$ cat config.mk
export PLATFORM = sky130hd
export DESIGN_NAME = motor_supply_fault_monitor
export DESIGN_NICKNAME = d
export VERILOG_FILES = /design/src/design/msfm_pkg.sv /design/src/design/motor_supply_fault_monitor.sv /design/src/design/msfm_cfg.sv /design/src/design/msfm_core.sv /design/src/design/msfm_outbuf.sv
export SDC_FILE = /design/constraint.sdc
export NUM_CORES = 1
export LEC_CHECK = 0
export ABC_AREA = 1
export ABC_CLOCK_PERIOD_IN_PS = 7280
export BUFFER_PORTS_ARGS = -buffer_cell sky130_fd_sc_hd__buf_2
export CAP_MARGIN = 20
export CORE_ASPECT_RATIO = 0.6
export CORE_MARGIN = 1.5
export CORE_UTILIZATION = 58
export DETAILED_ROUTE_END_ITERATION = 8
export PLACE_DENSITY = 0.79
export SETUP_SLACK_MARGIN = 0.1
export SKIP_CTS_REPAIR_TIMING = 1
export SYNTH_ARGS = -nofsm -noshare
export SYNTH_HDL_FRONTEND = slang
export SYNTH_HIERARCHICAL = 1
export SYNTH_SLANG_ARGS = --single-unit
$ cat constraint.sdc
create_clock -name clk -period 7.28 [get_ports clk]
set_input_delay 0 -clock clk [delete_from_list [all_inputs] [get_ports clk]]
set_output_delay 0 -clock clk [all_outputs]
set_load 0.05 [all_outputs]
$ cat src/design/msfm_pkg.sv
// Package for the motor supply fault monitor: types, codes and reset values.
package msfm_pkg;

  // Default width of the debounce run counters
  localparam int RUN_WIDTH_DEFAULT = 8;

  // Configuration port geometry
  localparam int CFG_ADDR_W = 5;
  localparam int CFG_DATA_W = 32;
  localparam int CFG_IDX_W  = 3;

  // Register indexes
  localparam logic [CFG_IDX_W-1:0] REG_PINCH_LIMIT   = 3'd0;
  localparam logic [CFG_IDX_W-1:0] REG_HIGH_LIMIT    = 3'd1;
  localparam logic [CFG_IDX_W-1:0] REG_LOW_LIMIT     = 3'd2;
  localparam logic [CFG_IDX_W-1:0] REG_VOLT_LIMIT    = 3'd3;
  localparam logic [CFG_IDX_W-1:0] REG_HIGH_RUNS     = 3'd4;
  localparam logic [CFG_IDX_W-1:0] REG_LOW_RUNS      = 3'd5;
  localparam logic [CFG_IDX_W-1:0] REG_VOLT_RUNS     = 3'd6;
  localparam logic [CFG_IDX_W-1:0] REG_RECOVER_RUNS  = 3'd7;

  // Register reset values
  localparam logic [15:0] PINCH_LIMIT_RST  = 16'd8000;
  localparam logic [15:0] HIGH_LIMIT_RST   = 16'd15000;
  localparam logic [15:0] LOW_LIMIT_RST    = 16'd100;
  localparam logic [15:0] VOLT_LIMIT_RST   = 16'd9000;
  localparam logic [7:0]  HIGH_RUNS_RST    = 8'd5;
  localparam logic [7:0]  LOW_RUNS_RST     = 8'd5;
  localparam logic [7:0]  VOLT_RUNS_RST    = 8'd10;
  localparam logic [7:0]  RECOVER_RUNS_RST = 8'd10;

  // Command codes
  localparam logic [1:0] CMD_SAMPLE = 2'd0;
  localparam logic [1:0] CMD_CLEAR  = 2'd1;
  localparam logic [1:0] CMD_ZERO   = 2'd2;

  // Motor mode codes
  localparam logic [2:0] MODE_UNINIT      = 3'd0;
  localparam logic [2:0] MODE_IDLE        = 3'd1;
  localparam logic [2:0] MODE_MANUAL_UP   = 3'd2;
  localparam logic [2:0] MODE_MANUAL_DOWN = 3'd3;
  localparam logic [2:0] MODE_AUTO_UP     = 3'd4;
  localparam logic [2:0] MODE_AUTO_DOWN   = 3'd5;
  localparam logic [2:0] MODE_FAULT       = 3'd6;

  typedef struct packed {
    logic [15:0] pinch_current_limit;
    logic [15:0] high_current_limit;
    logic [15:0] low_current_limit;
    logic [15:0] low_voltage_limit;
    logic [7:0]  high_current_runs;
    logic [7:0]  low_current_runs;
    logic [7:0]  low_voltage_runs;
    logic [7:0]  voltage_recover_runs;
  } cfg_t;

  typedef struct packed {
    logic [1:0]  command;
    logic [15:0] current_sample;
    logic [15:0] voltage_sample;
    logic [2:0]  motor_mode;
  } item_t;

  typedef struct packed {
    logic       pinch_flag;
    logic       high_current_fault;
    logic       low_current_fault;
    logic       low_voltage_fault;
    logic       any_fault;
    logic [1:0] fault_total;
  } result_t;

endpackage

$ cat src/design/motor_supply_fault_monitor.sv
// An accepted item is held in the input register; its result is registered into
// the result buffer. Throughput: one item per cycle while in_stall is low; the
// counter update loads the flags together with the result register, and the
// two-entry result buffer absorbs out_stall. in_stall rises only when both result
// entries are full and the input register is occupied. Synchronous active-high
// rst clears all valid bits, run counters and fault flags, and loads the register reset values.
module motor_supply_fault_monitor #(
  parameter int RUN_WIDTH = msfm_pkg::RUN_WIDTH_DEFAULT
) (
  input  logic                              clk,
  input  logic                              rst,
  // APB-style configuration port
  input  logic                              psel,
  input  logic                              penable,
  input  logic                              pwrite,
  input  logic [msfm_pkg::CFG_ADDR_W-1:0]   paddr,
  input  logic [msfm_pkg::CFG_DATA_W-1:0]   pwdata,
  output logic [msfm_pkg::CFG_DATA_W-1:0]   prdata,
  output logic                              pready,
  // Input items
  input  logic                              in_valid,
  output logic                              in_stall,
  input  logic [1:0]                        command,
  input  logic [15:0]                       current_sample,
  input  logic [15:0]                       voltage_sample,
  input  logic [2:0]                        motor_mode,
  // Result items
  output logic                              out_valid,
  input  logic                              out_stall,
  output logic                              pinch_flag,
  output logic                              high_current_fault,
  output logic                              low_current_fault,
  output logic                              low_voltage_fault,
  output logic                              any_fault,
  output logic [1:0]                        fault_total
);
  import msfm_pkg::*;

  cfg_t    cfg;
  item_t   item;
  result_t core_result;
  result_t out_data;
  logic    fire;
  logic    buf_ready;

  assign item.command        = command;
  assign item.current_sample = current_sample;
  assign item.voltage_sample = voltage_sample;
  assign item.motor_mode     = motor_mode;

  msfm_cfg u_cfg (
    .clk     (clk),
    .rst     (rst),
    .psel    (psel),
    .penable (penable),
    .pwrite  (pwrite),
    .paddr   (paddr),
    .pwdata  (pwdata),
    .prdata  (prdata),
    .pready  (pready),
    .cfg     (cfg)
  );

  msfm_core #(
    .RUN_WIDTH (RUN_WIDTH)
  ) u_core (
    .clk        (clk),
    .rst        (rst),
    .in_valid   (in_valid),
    .in_stall   (in_stall),
    .item       (item),
    .cfg        (cfg),
    .down_ready (buf_ready),
    .fire       (fire),
    .result     (core_result)
  );

  msfm_outbuf u_outbuf (
    .clk       (clk),
    .rst       (rst),
    .push      (fire),
    .push_data (core_result),
    .ready     (buf_ready),
    .out_valid (out_valid),
    .out_stall (out_stall),
    .out_data  (out_data)
  );

  assign pinch_flag         = out_data.pinch_flag;
  assign high_current_fault = out_data.high_current_fault;
  assign low_current_fault  = out_data.low_current_fault;
  assign low_voltage_fault  = out_data.low_voltage_fault;
  assign any_fault          = out_data.any_fault;
  assign fault_total        = out_data.fault_total;

endmodule

$ cat src/design/msfm_cfg.sv
// Configuration register file behind the APB-style port.
module msfm_cfg (
  input  logic                              clk,
  input  logic                              rst,
  input  logic                              psel,
  input  logic                              penable,
  input  logic                              pwrite,
  input  logic [msfm_pkg::CFG_ADDR_W-1:0]   paddr,
  input  logic [msfm_pkg::CFG_DATA_W-1:0]   pwdata,
  output logic [msfm_pkg::CFG_DATA_W-1:0]   prdata,
  output logic                              pready,
  output msfm_pkg::cfg_t                    cfg
);
  import msfm_pkg::*;

  logic                 wr_en;
  logic [CFG_IDX_W-1:0] idx;

  assign pready = 1'b1;
  assign wr_en  = psel && penable && pwrite;
  assign idx    = paddr[CFG_ADDR_W-1:2];

  // Register writes
  always_ff @(posedge clk) begin
    if (rst) begin
      cfg.pinch_current_limit  <= PINCH_LIMIT_RST;
      cfg.high_current_limit   <= HIGH_LIMIT_RST;
      cfg.low_current_limit    <= LOW_LIMIT_RST;
      cfg.low_voltage_limit    <= VOLT_LIMIT_RST;
      cfg.high_current_runs    <= HIGH_RUNS_RST;
      cfg.low_current_runs     <= LOW_RUNS_RST;
      cfg.low_voltage_runs     <= VOLT_RUNS_RST;
      cfg.voltage_recover_runs <= RECOVER_RUNS_RST;
    end else if (wr_en) begin
      unique case (idx)
        REG_PINCH_LIMIT:  cfg.pinch_current_limit  <= pwdata[15:0];
        REG_HIGH_LIMIT:   cfg.high_current_limit   <= pwdata[15:0];
        REG_LOW_LIMIT:    cfg.low_current_limit    <= pwdata[15:0];
        REG_VOLT_LIMIT:   cfg.low_voltage_limit    <= pwdata[15:0];
        REG_HIGH_RUNS:    cfg.high_current_runs    <= pwdata[7:0];
        REG_LOW_RUNS:     cfg.low_current_runs     <= pwdata[7:0];
        REG_VOLT_RUNS:    cfg.low_voltage_runs     <= pwdata[7:0];
        REG_RECOVER_RUNS: cfg.voltage_recover_runs <= pwdata[7:0];
        default: ;
      endcase
    end
  end

  // Read mux
  always_comb begin
    unique case (idx)
      REG_PINCH_LIMIT:  prdata = {16'd0, cfg.pinch_current_limit};
      REG_HIGH_LIMIT:   prdata = {16'd0, cfg.high_current_limit};
      REG_LOW_LIMIT:    prdata = {16'd0, cfg.low_current_limit};
      REG_VOLT_LIMIT:   prdata = {16'd0, cfg.low_voltage_limit};
      REG_HIGH_RUNS:    prdata = {24'd0, cfg.high_current_runs};
      REG_LOW_RUNS:     prdata = {24'd0, cfg.low_current_runs};
      REG_VOLT_RUNS:    prdata = {24'd0, cfg.low_voltage_runs};
      REG_RECOVER_RUNS: prdata = {24'd0, cfg.voltage_recover_runs};
      default:          prdata = '0;
    endcase
  end

endmodule

$ cat src/design/msfm_core.sv
// Input register, debounce counters, fault flags and result logic.
module msfm_core #(
  parameter int RUN_WIDTH = msfm_pkg::RUN_WIDTH_DEFAULT
) (
  input  logic                clk,
  input  logic                rst,
  input  logic                in_valid,
  output logic                in_stall,
  input  msfm_pkg::item_t     item,
  input  msfm_pkg::cfg_t      cfg,
  input  logic                down_ready,
  output logic                fire,
  output msfm_pkg::result_t   result
);
  import msfm_pkg::*;

  localparam int CMP_W = (RUN_WIDTH > 8) ? RUN_WIDTH : 8;
  localparam logic [RUN_WIDTH-1:0] RUN_MAX = {RUN_WIDTH{1'b1}};

  logic  s1_valid;
  item_t s1_item;
  logic  s1_advance;

  logic [RUN_WIDTH-1:0] hc_run, lc_run, lv_run, rec_run;
  logic [RUN_WIDTH-1:0] hc_run_next, lc_run_next, lv_run_next, rec_run_next;
  logic [RUN_WIDTH-1:0] hc_inc, lc_inc, lv_inc, rec_inc;
  logic hc_flag, lc_flag, lv_flag;
  logic hc_flag_next, lc_flag_next, lv_flag_next;
  logic moving_up, monitored, pinch;
  logic cur_high, cur_low, volt_low;

  // Input register: moves on whenever the result side can take the item
  assign s1_advance = !s1_valid || down_ready;
  assign in_stall   = !s1_advance;
  assign fire       = s1_valid && down_ready;

  always_ff @(posedge clk) begin
    if (rst) begin
      s1_valid <= 1'b0;
    end else if (s1_advance) begin
      s1_valid <= in_valid;
    end
  end

  always_ff @(posedge clk) begin
    if (s1_advance && in_valid) begin
      s1_item <= item;
    end
  end

  // Sample decode
  assign moving_up = (s1_item.motor_mode == MODE_MANUAL_UP) ||
                     (s1_item.motor_mode == MODE_AUTO_UP);
  assign monitored = (s1_item.motor_mode == MODE_MANUAL_UP)   ||
                     (s1_item.motor_mode == MODE_MANUAL_DOWN) ||
                     (s1_item.motor_mode == MODE_AUTO_UP)     ||
                     (s1_item.motor_mode == MODE_AUTO_DOWN);
  assign cur_high  = s1_item.current_sample > cfg.high_current_limit;
  assign cur_low   = s1_item.current_sample < cfg.low_current_limit;
  assign volt_low  = s1_item.voltage_sample < cfg.low_voltage_limit;
  assign pinch     = (s1_item.command == CMD_SAMPLE) && moving_up &&
                     (s1_item.current_sample > cfg.pinch_current_limit);

  // Saturating increments
  assign hc_inc  = (hc_run  == RUN_MAX) ? hc_run  : hc_run  + 1'b1;
  assign lc_inc  = (lc_run  == RUN_MAX) ? lc_run  : lc_run  + 1'b1;
  assign lv_inc  = (lv_run  == RUN_MAX) ? lv_run  : lv_run  + 1'b1;
  assign rec_inc = (rec_run == RUN_MAX) ? rec_run : rec_run + 1'b1;

  // Next state of counters and flags
  always_comb begin
    hc_run_next  = hc_run;
    lc_run_next  = lc_run;
    lv_run_next  = lv_run;
    rec_run_next = rec_run;
    hc_flag_next = hc_flag;
    lc_flag_next = lc_flag;
    lv_flag_next = lv_flag;
    case (s1_item.command)
      CMD_SAMPLE: begin
        // Current checks only while the motor moves
        if (!monitored) begin
          hc_run_next  = '0;
          lc_run_next  = '0;
          hc_flag_next = 1'b0;
          lc_flag_next = 1'b0;
        end else begin
          if (cur_high) begin
            hc_run_next  = hc_inc;
            hc_flag_next = hc_flag ||
                           (CMP_W'(hc_inc) >= CMP_W'(cfg.high_current_runs));
          end else begin
            hc_run_next  = '0;
            hc_flag_next = 1'b0;
          end
          if (cur_low) begin
            lc_run_next  = lc_inc;
            lc_flag_next = lc_flag ||
                           (CMP_W'(lc_inc) >= CMP_W'(cfg.low_current_runs));
          end else begin
            lc_run_next  = '0;
            lc_flag_next = 1'b0;
          end
        end
        // Voltage: debounce to set, separate recovery run to clear
        if (volt_low) begin
          lv_run_next  = lv_inc;
          rec_run_next = '0;
          lv_flag_next = lv_flag ||
                         (CMP_W'(lv_inc) >= CMP_W'(cfg.low_voltage_runs));
        end else begin
          rec_run_next = rec_inc;
          if (CMP_W'(rec_inc) >= CMP_W'(cfg.voltage_recover_runs)) begin
            lv_run_next  = '0;
            lv_flag_next = 1'b0;
          end
        end
      end
      CMD_CLEAR: begin
        hc_run_next  = '0;
        lc_run_next  = '0;
        lv_run_next  = '0;
        rec_run_next = '0;
        hc_flag_next = 1'b0;
        lc_flag_next = 1'b0;
        lv_flag_next = 1'b0;
      end
      CMD_ZERO: begin
        hc_run_next  = '0;
        lc_run_next  = '0;
        lv_run_next  = '0;
        rec_run_next = '0;
      end
      default: ;
    endcase
  end

  always_ff @(posedge clk) begin
    if (rst) begin
      hc_run  <= '0;
      lc_run  <= '0;
      lv_run  <= '0;
      rec_run <= '0;
      hc_flag <= 1'b0;
      lc_flag <= 1'b0;
      lv_flag <= 1'b0;
    end else if (fire) begin
      hc_run  <= hc_run_next;
      lc_run  <= lc_run_next;
      lv_run  <= lv_run_next;
      rec_run <= rec_run_next;
      hc_flag <= hc_flag_next;
      lc_flag <= lc_flag_next;
      lv_flag <= lv_flag_next;
    end
  end

  // Result of this item
  always_comb begin
    result.pinch_flag         = pinch;
    result.high_current_fault = hc_flag_next;
    result.low_current_fault  = lc_flag_next;
    result.low_voltage_fault  = lv_flag_next;
    result.any_fault          = hc_flag_next || lc_flag_next || lv_flag_next;
    result.fault_total        = {1'b0, hc_flag_next} + {1'b0, lc_flag_next} +
                                {1'b0, lv_flag_next};
  end

  // A clear item drops every flag and the voltage and recovery run counters
  a_clear_drops: assert property (@(posedge clk) disable iff (rst)
    fire && (s1_item.command == CMD_CLEAR) |=>
      !hc_flag && !lc_flag && !lv_flag && (lv_run == '0) && (rec_run == '0))
    else $error("clear item left a flag or counter set");

  // A stopped motor zeroes the current debounce
  a_stopped_zero: assert property (@(posedge clk) disable iff (rst)
    fire && (s1_item.command == CMD_SAMPLE) && !monitored |=>
      (hc_run == '0) && (lc_run == '0) && !hc_flag && !lc_flag)
    else $error("current debounce kept while motor not moving");

endmodule

$ cat src/design/msfm_outbuf.sv
// Result register with a skid entry so the input side waits on out_stall only when the skid entry is full.
module msfm_outbuf (
  input  logic                clk,
  input  logic                rst,
  input  logic                push,
  input  msfm_pkg::result_t   push_data,
  output logic                ready,
  output logic                out_valid,
  input  logic                out_stall,
  output msfm_pkg::result_t   out_data
);
  import msfm_pkg::*;

  logic    main_valid;
  logic    skid_valid;
  result_t skid_data;
  logic    pop;

  assign ready     = !skid_valid;
  assign out_valid = main_valid;
  assign pop       = main_valid && !out_stall;

  // Valid bits
  always_ff @(posedge clk) begin
    if (rst) begin
      main_valid <= 1'b0;
      skid_valid <= 1'b0;
    end else if (skid_valid) begin
      if (pop) begin
        skid_valid <= 1'b0;
      end
    end else if (push) begin
      if (main_valid && !pop) begin
        skid_valid <= 1'b1;
      end else begin
        main_valid <= 1'b1;
      end
    end else if (pop) begin
      main_valid <= 1'b0;
    end
  end

  // Payload
  always_ff @(posedge clk) begin
    if (skid_valid) begin
      if (pop) begin
        out_data <= skid_data;
      end
    end else if (push) begin
      if (main_valid && !pop) begin
        skid_data <= push_data;
      end else begin
        out_data <= push_data;
      end
    end
  end

  // The skid entry is only filled behind a waiting result
  a_skid_behind_main: assert property (@(posedge clk) disable iff (rst)
    skid_valid |-> main_valid)
    else $error("skid entry holds an item with the output empty");

  // Draining the output with a full skid refills it
  a_skid_refill: assert property (@(posedge clk) disable iff (rst)
    skid_valid && !out_stall |=> main_valid && !skid_valid)
    else $error("skid item lost on drain");

endmodule
## Word level (Yosys, flattened, before mapping)

Index checks and enable logic that the tools add are counted.

- Register bits: 185
- Logic and storage cells: 148

- Add/subtract/negate cells: 6
- Order comparisons: 8
- Eq/ne operators: 21
- Muxes and demuxes: 36
- Bitwise logic cells: 1
- Reduce and logical (&&, ||, !) cells: 42

Operators by type and width:

| kind | number |
|---|---|
| 32-bit one-hot mux with 8 select lines | 1 |
| 8-bit two-way mux | 11 |
| 8-bit one-hot mux with 2 select lines | 4 |
| 8-bit by 1-bit adder with 8-bit output, second input constant | 4 |
| 8-bit == test, second input constant | 4 |
| 8-bit >= comparator | 4 |
| 16-bit greater-than comparator | 2 |
| 16-bit < comparator | 2 |
| 7-bit two-way mux | 4 |
| 3-bit == test, second input constant | 6 |
| 2-bit AND reduction | 9 |
| 1-bit two-way mux | 13 |
| 3-bit by 2-bit == test with 1-bit output, second input constant | 4 |
| 3-bit AND reduction | 4 |
| 1-bit logical OR | 10 |
| 1-bit logical AND | 8 |
| 1-bit one-hot mux with 2 select lines | 3 |
| 2-bit nonzero test | 3 |
| 1-bit logical NOT | 5 |
| 2-bit != test, second input constant | 2 |
| 3-bit by 1-bit == test with 1-bit output, second input constant | 1 |
| 3-bit logical NOT | 1 |
| 3-bit by 2-bit != test with 1-bit output, second input constant | 1 |
| 1-bit by 1-bit adder with 2-bit output | 1 |
| other kinds (7) | 7 |

## Depth between registers and ports, before layout

- Depth after elaboration: 12
- Gate-level depth with buffers: 22
- Depth with buffers taken out: 22

## Modules after synthesis

The synthesis kept the hierarchy.

Modules (own cells, without submodules):

| module | instances | cells each | area an instance (um^2) | sequential area each (um^2) |
|---|---|---|---|---|
| msfm_core | 1 | 756 | 5751.8 | 1831.8 |
| msfm_cfg | 1 | 635 | 4379.2 | 1921.8 |
| msfm_outbuf | 1 | 56 | 643.1 | 460.4 |

## Least setup slack after synthesis

OpenSTA, ideal clock, no wires.

- Path type: register to register
- Start: reg u_core.hc_run[0]
- End: reg u_outbuf/out_data[0] (netlist name)
- Arrival: 2.841 ns
- Data required time: 7.028 ns
- Setup slack: 4.186 ns
- Cell stages (with the launch flop): 20
- Period minus slack after synthesis: 3.094 ns
- Path through: dfxtp_1 ha_1 nand2_1 nor3_2 nand3_2 mux2_2 ha_1 a21oi_1 o21ai_0 nand2_1 nand4_1 nand2_1 inv_1 nand2_1 nand2_1 inv_1 fa_1 inv_1 nand2_1 nand2_1

RTL lines:

| item | line | RTL |
|---|---|---|
| from (decl) | msfm_core.sv:24 | `logic [RUN_WIDTH-1:0] hc_run, lc_run, lv_run, rec_run;` |
| from (signal assigned) | msfm_core.sv:148 | `hc_run <= hc_run_next;` |

==> impl.org <==
** Outcome
- The flow ran to the end, but the final reports show violations.
- Violated checks :: hold timing

** Run
- The tool flagged a number of max-cap violations equal to 0.

** Detailed routing
- Using the TritonRoute via totals, the vias-per-cell ratio works out to between 5 and 6.
- For this block, the initial DRC count from the detailed router was 1143.
- Detailed routing inserted a total of ~10k vias.
- Routed WL :: 30000 um
- DRC violations left :: 0
- Average wire per standard cell :: between 15 and 20 um
- The first TritonRoute pass finished after 5 iterations.
- Antenna violation net count after detailed routing :: 0

** Final layout
- After the last flow step, the layout net total stands at 1739.
- N_diodes :: 0
- Area growth from synthesis to layout :: 14.2%
- Fraction of final layout cells sized beyond drive strength 1 :: 10.5%

** STA
- The final critical path takes up 50.7% of the cycle.
- Final-report setup violation count :: 0
- Worst clock skew :: 0.0159 ns
- Slew of the pin with the lowest slew margin :: 0.905 ns
- Based on the critical path, the design can be clocked at up to 0.271 GHz.
- The tightest hold path in the finished design has a slack of -0.00647 ns.
- The worst pin sits at a relative slew slack of 39.6%.
- Max-slew violation count :: 0
- RSZ-0062 raised after global routing :: no
- Adding up every negative setup slack in the final design gives 0 ns.
- Shortest clock period the worst path allows after layout :: 3.69 ns
- The final number of hold-violating endpoints is 3.

** Critical path
- Of all nets on the critical path, the largest fanout is 5.
- CP Capture Type :: flop
- Startpoint kind of the worst setup timing path :: flop
- Data on the critical path arrives at its endpoint at 3.90 ns.
- The signal on the critical path passes through ha_1, nand2_1, inv_1, nand4_1, nor2_1, inv_1, o21ai_0, inv_1, ha_1, inv_1, nor2_1, o21ai_0, nand2_1, nand2_1, nand4_1, nand4_1, nand2_1, inv_1, fa_1, inv_1, nand2_1, nand2_1.
- Req. time, crit path :: 7.49 ns
- Minimum setup slack among reg-to-reg paths :: 3.59 ns
- Crit-path max cell delay :: 0.51 ns
- On the critical path, the stage with the largest delay is an instance of sky130_fd_sc_hd__fa_1.
- Measured in cells, the most critical reg-to-reg path has a length of 22.
- Worst Setup Path Type :: flop to flop
- The worst register-to-register path begins at u_core/lc_run[0]$_SDFFE_PP0P_.
- The endpoint identified for the worst register-to-register timing path is u_outbuf/out_data[0]$_DFFE_PP_.

** Synthesis
- The synthesized design devotes to its leading area cell type 24.9% of total area.
- Flop and latch count out of synthesis :: 185
- Number of distinct library cell variants in the gate-level netlist after synthesis :: 40
- Most frequently used cell type in the post-synthesis netlist :: sky130_fd_sc_hd__nand2_1
- Synth Area per Inst :: 7.45 um2
- Fraction of synthesis flops using an asynchronous set or reset pin :: 0%
- Synth cell count leaders :: 326 x sky130_fd_sc_hd__nand2_1, 197 x sky130_fd_sc_hd__nor2_1, 185 x sky130_fd_sc_hd__inv_1, 134 x sky130_fd_sc_hd__dfxtp_1, 101 x sky130_fd_sc_hd__ha_1
- Portion of the post-synthesis area used by sequential elements :: roughly two fifths
- Number of synthesized flops with an enable pin :: 51
- Most area-hungry cell type in the Yosys netlist :: sky130_fd_sc_hd__dfxtp_1
- In the synthesized netlist the dominant register cell turns out to be sky130_fd_sc_hd__dfxtp_1.
- Synth warnings :: 6
- Mapped Cells :: 1447
- After synthesis the cells add up to 10800 um2.
- By area the synthesized netlist is led by sky130_fd_sc_hd__dfxtp_1 25%, sky130_fd_sc_hd__edfxtp_1 14%, sky130_fd_sc_hd__ha_1 12%.

** Die
- Row cnt :: 38
- Once the floorplan was initialized, standard cells occupied between 50% and 60% of the core.
- Placeable core region :: 18100 um2
- The die covers approximately 20000 um2.
- In this run the count of I/O pins placed on the die edge is 123.
- Die height :: 109 um
- Horizontal die dimension :: 179 um

** Placement
- Detailed placement ended at an HPWL of 20700 um.
- Number of port buffers :: 87
- Last weighted congestion value of the routability-driven placer :: slightly above 0.9

** Clock network
- After clock tree synthesis, the clock-pin slew on the worst setup and hold paths is around 0.08 ns.
- CTS Buffer Depth :: 2
- TritonCTS sink count :: 185
- Latest clock arrival within the worst-skew pair :: approximately 0.45 ns
- Number of H-tree levels :: 4
- CTS tree :: done
- CTS Root Cell :: sky130_fd_sc_hd__clkbuf_16
- Cts bufs inserted :: 17

** Global route
- In the global route stage, met1 resource usage came out at a little under half.
- The layer flagged by global routing as most heavily used is met1.
- Met2 layer usage reported by global route :: 44.9%
- Final global-route overflow total :: 0
- The number of antenna violations at the first check in global routing is 0.
- Global routing consumed, over all layers together, 30.9% of the routing resources.
- Pin count of the biggest net entering global routing :: between 90 and 100
- Met3 capacity usage during global routing :: 8.33%
- Via count of the first global-routing pass :: a little under 9k
- The first global-routing pass estimated 45700 um of wire.

** Power
- P_leak :: 5.94 nW
- Across the VDD grid, the largest voltage drop is 0.170 mV.
- Power Dens Cells :: 186 nW/um2

** Hold path
- Counting instances, the worst hold path has a depth of 3.
- The path with the worst hold slack has its endpoint at u_cfg/cfg[50]$_SDFFE_PP1P_.
- Worst Hold Class :: primary input to flop
- Startpoint of the worst hold path :: pwdata[2]
-- report_power, final --
part	leakage (nW)	switching (W)	internal, W	total, W
Clock	0.265	0.000453	0.000451	0.000903
Combinational	4.10	0.000194	0.0000875	0.000282
Sequential	1.57	0.0000187	0.00108	0.00110
Total	5.94	0.000666	0.00162	0.00229
-- state kept, by name, indices dropped and copies added, names as in the netlist --
signal / flops
u_core/lc_run: 8
u_core/s1_item: 37
u_cfg/cfg: 96
u_core/lc_flag: 1
u_outbuf/out_data: 7
u_core/s1_valid: 1
u_outbuf/skid_data: 7
u_core/hc_flag: 1
u_core/lv_run: 8
u_outbuf/out_valid: 1
u_core/hc_run: 8
u_core/rec_run: 8
u_outbuf/skid_valid: 1
u_core/lv_flag: 1
-- cells by family after synthesis --
| kind of cell | after synthesis | share of synthesized area (%) |
|---|---|---|
| other | 2 | 0.0697 |
| buffers and inverters | 262 | 10.4 |
| adder cells (fa/ha/maj) | 102 | 11.9 |
| multiplexers | 2 | 0.197 |
| flip-flops | 185 | 39.1 |
| AO/OA/AOI/OAI | 189 | 9.19 |
| XOR/XNOR | 17 | 1.38 |
| AND/OR/NAND/NOR | 688 | 27.7 |
-- stage by stage --
stage / setup WS, ns / instances / area [um2] / power, W / util (%)
final: 3.59 / 1809 / 12300 / 0.00229 / 67.9
after global placement: 3.73 / 1723 / 11200 / 0.00137 / 61.8
after global routing: 3.27 / 1809 / 12300 / 0.00236 / 67.9
after floorplan: 4.19 / 1462 / 10800 / 0.00131 / -
after CTS: 3.62 / 1755 / 11700 / 0.00226 / 64.9
after detailed placement: 3.62 / 1723 / 11200 / 0.00137 / 61.8
-- cell usage in the layout (no fill, tap or decap), types with 3 or more instances in the layout --
cell type / n
sky130_fd_sc_hd__dlygate4sd3_1: 53
sky130_fd_sc_hd__edfxtp_1: 51
sky130_fd_sc_hd__nor3_1: 4
sky130_fd_sc_hd__xor2_1: 10
sky130_fd_sc_hd__clkinvlp_4: 3
sky130_fd_sc_hd__nand3_1: 72
sky130_fd_sc_hd__o211ai_1: 6
sky130_fd_sc_hd__inv_6: 6
sky130_fd_sc_hd__a21oi_1: 86
sky130_fd_sc_hd__nor2_4: 9
sky130_fd_sc_hd__ha_1: 101
sky130_fd_sc_hd__inv_1: 184
sky130_fd_sc_hd__buf_2: 87
sky130_fd_sc_hd__nand2_1: 326
sky130_fd_sc_hd__nand2_2: 7
sky130_fd_sc_hd__o21a_1: 7
sky130_fd_sc_hd__xnor2_1: 7
sky130_fd_sc_hd__dfxtp_1: 134
sky130_fd_sc_hd__nor2_1: 196
sky130_fd_sc_hd__nand4_1: 57
sky130_fd_sc_hd__clkbuf_16: 17
sky130_fd_sc_hd__inv_2: 10
sky130_fd_sc_hd__inv_8: 3
sky130_fd_sc_hd__nor2_2: 4
sky130_fd_sc_hd__nand3_2: 4
sky130_fd_sc_hd__conb_1: 17
sky130_fd_sc_hd__o21ai_0: 86
-- layer usage --
| layer | vias up | wire length, um | part of all wire [%] |
|---|---|---|---|
| met5 | - | 0 | 0 |
| met4 | 0 | 456 | 1.5 |
| met1 | 4608 | 13000 | 43 |
| li1 | 4876 | - | - |
| met3 | 39 | 3880 | 13 |
| met2 | 539 | 12700 | 42 |
-- how the worst max path moves through the flow --
stage | startpoint | endpoint | slack, ns | cells past startpoint
2_1_floorplan | u_core/hc_run[0]$_SDFFE_PP0P_ | u_outbuf/out_data[0]$_DFFE_PP_ | 4.19 | 19
3_3_place_gp | u_core/lc_run[0]$_SDFFE_PP0P_ | u_outbuf/out_data[0]$_DFFE_PP_ | 3.73 | 22
3_5_place_dp | u_core/lc_run[1]$_SDFFE_PP0P_ | u_outbuf/out_data[0]$_DFFE_PP_ | 3.62 | 22
4_1_cts | u_core/lc_run[1]$_SDFFE_PP0P_ | u_outbuf/out_data[0]$_DFFE_PP_ | 3.62 | 22
5_1_grt | u_core/lc_run[0]$_SDFFE_PP0P_ | u_outbuf/out_data[0]$_DFFE_PP_ | 3.27 | 22
6_report | u_core/lc_run[0]$_SDFFE_PP0P_ | u_outbuf/out_data[0]$_DFFE_PP_ | 3.59 | 22
-- worst max-delay path, delay by kind of cell (launching register included) --
family	cells	cell delay, ns
buf+inv	6	0.42
simple gates	11	1.41
compound gates	2	0.24
flops	1	0.39
fa+ha+maj	3	0.99
-- layout make-up --
class | instances | area [um2]
Clock inverter | 15 | 130
Tap cell | 240 | 300
Timing Repair Buffer | 142 | 993
Fill cell | 1486 | 5820
Inverter | 195 | 734
Multi-Input combinational cell | 1015 | 5500
Clock buffer | 17 | 425
Sequential cell | 185 | 4210
(Power assumes the default switching activity.)
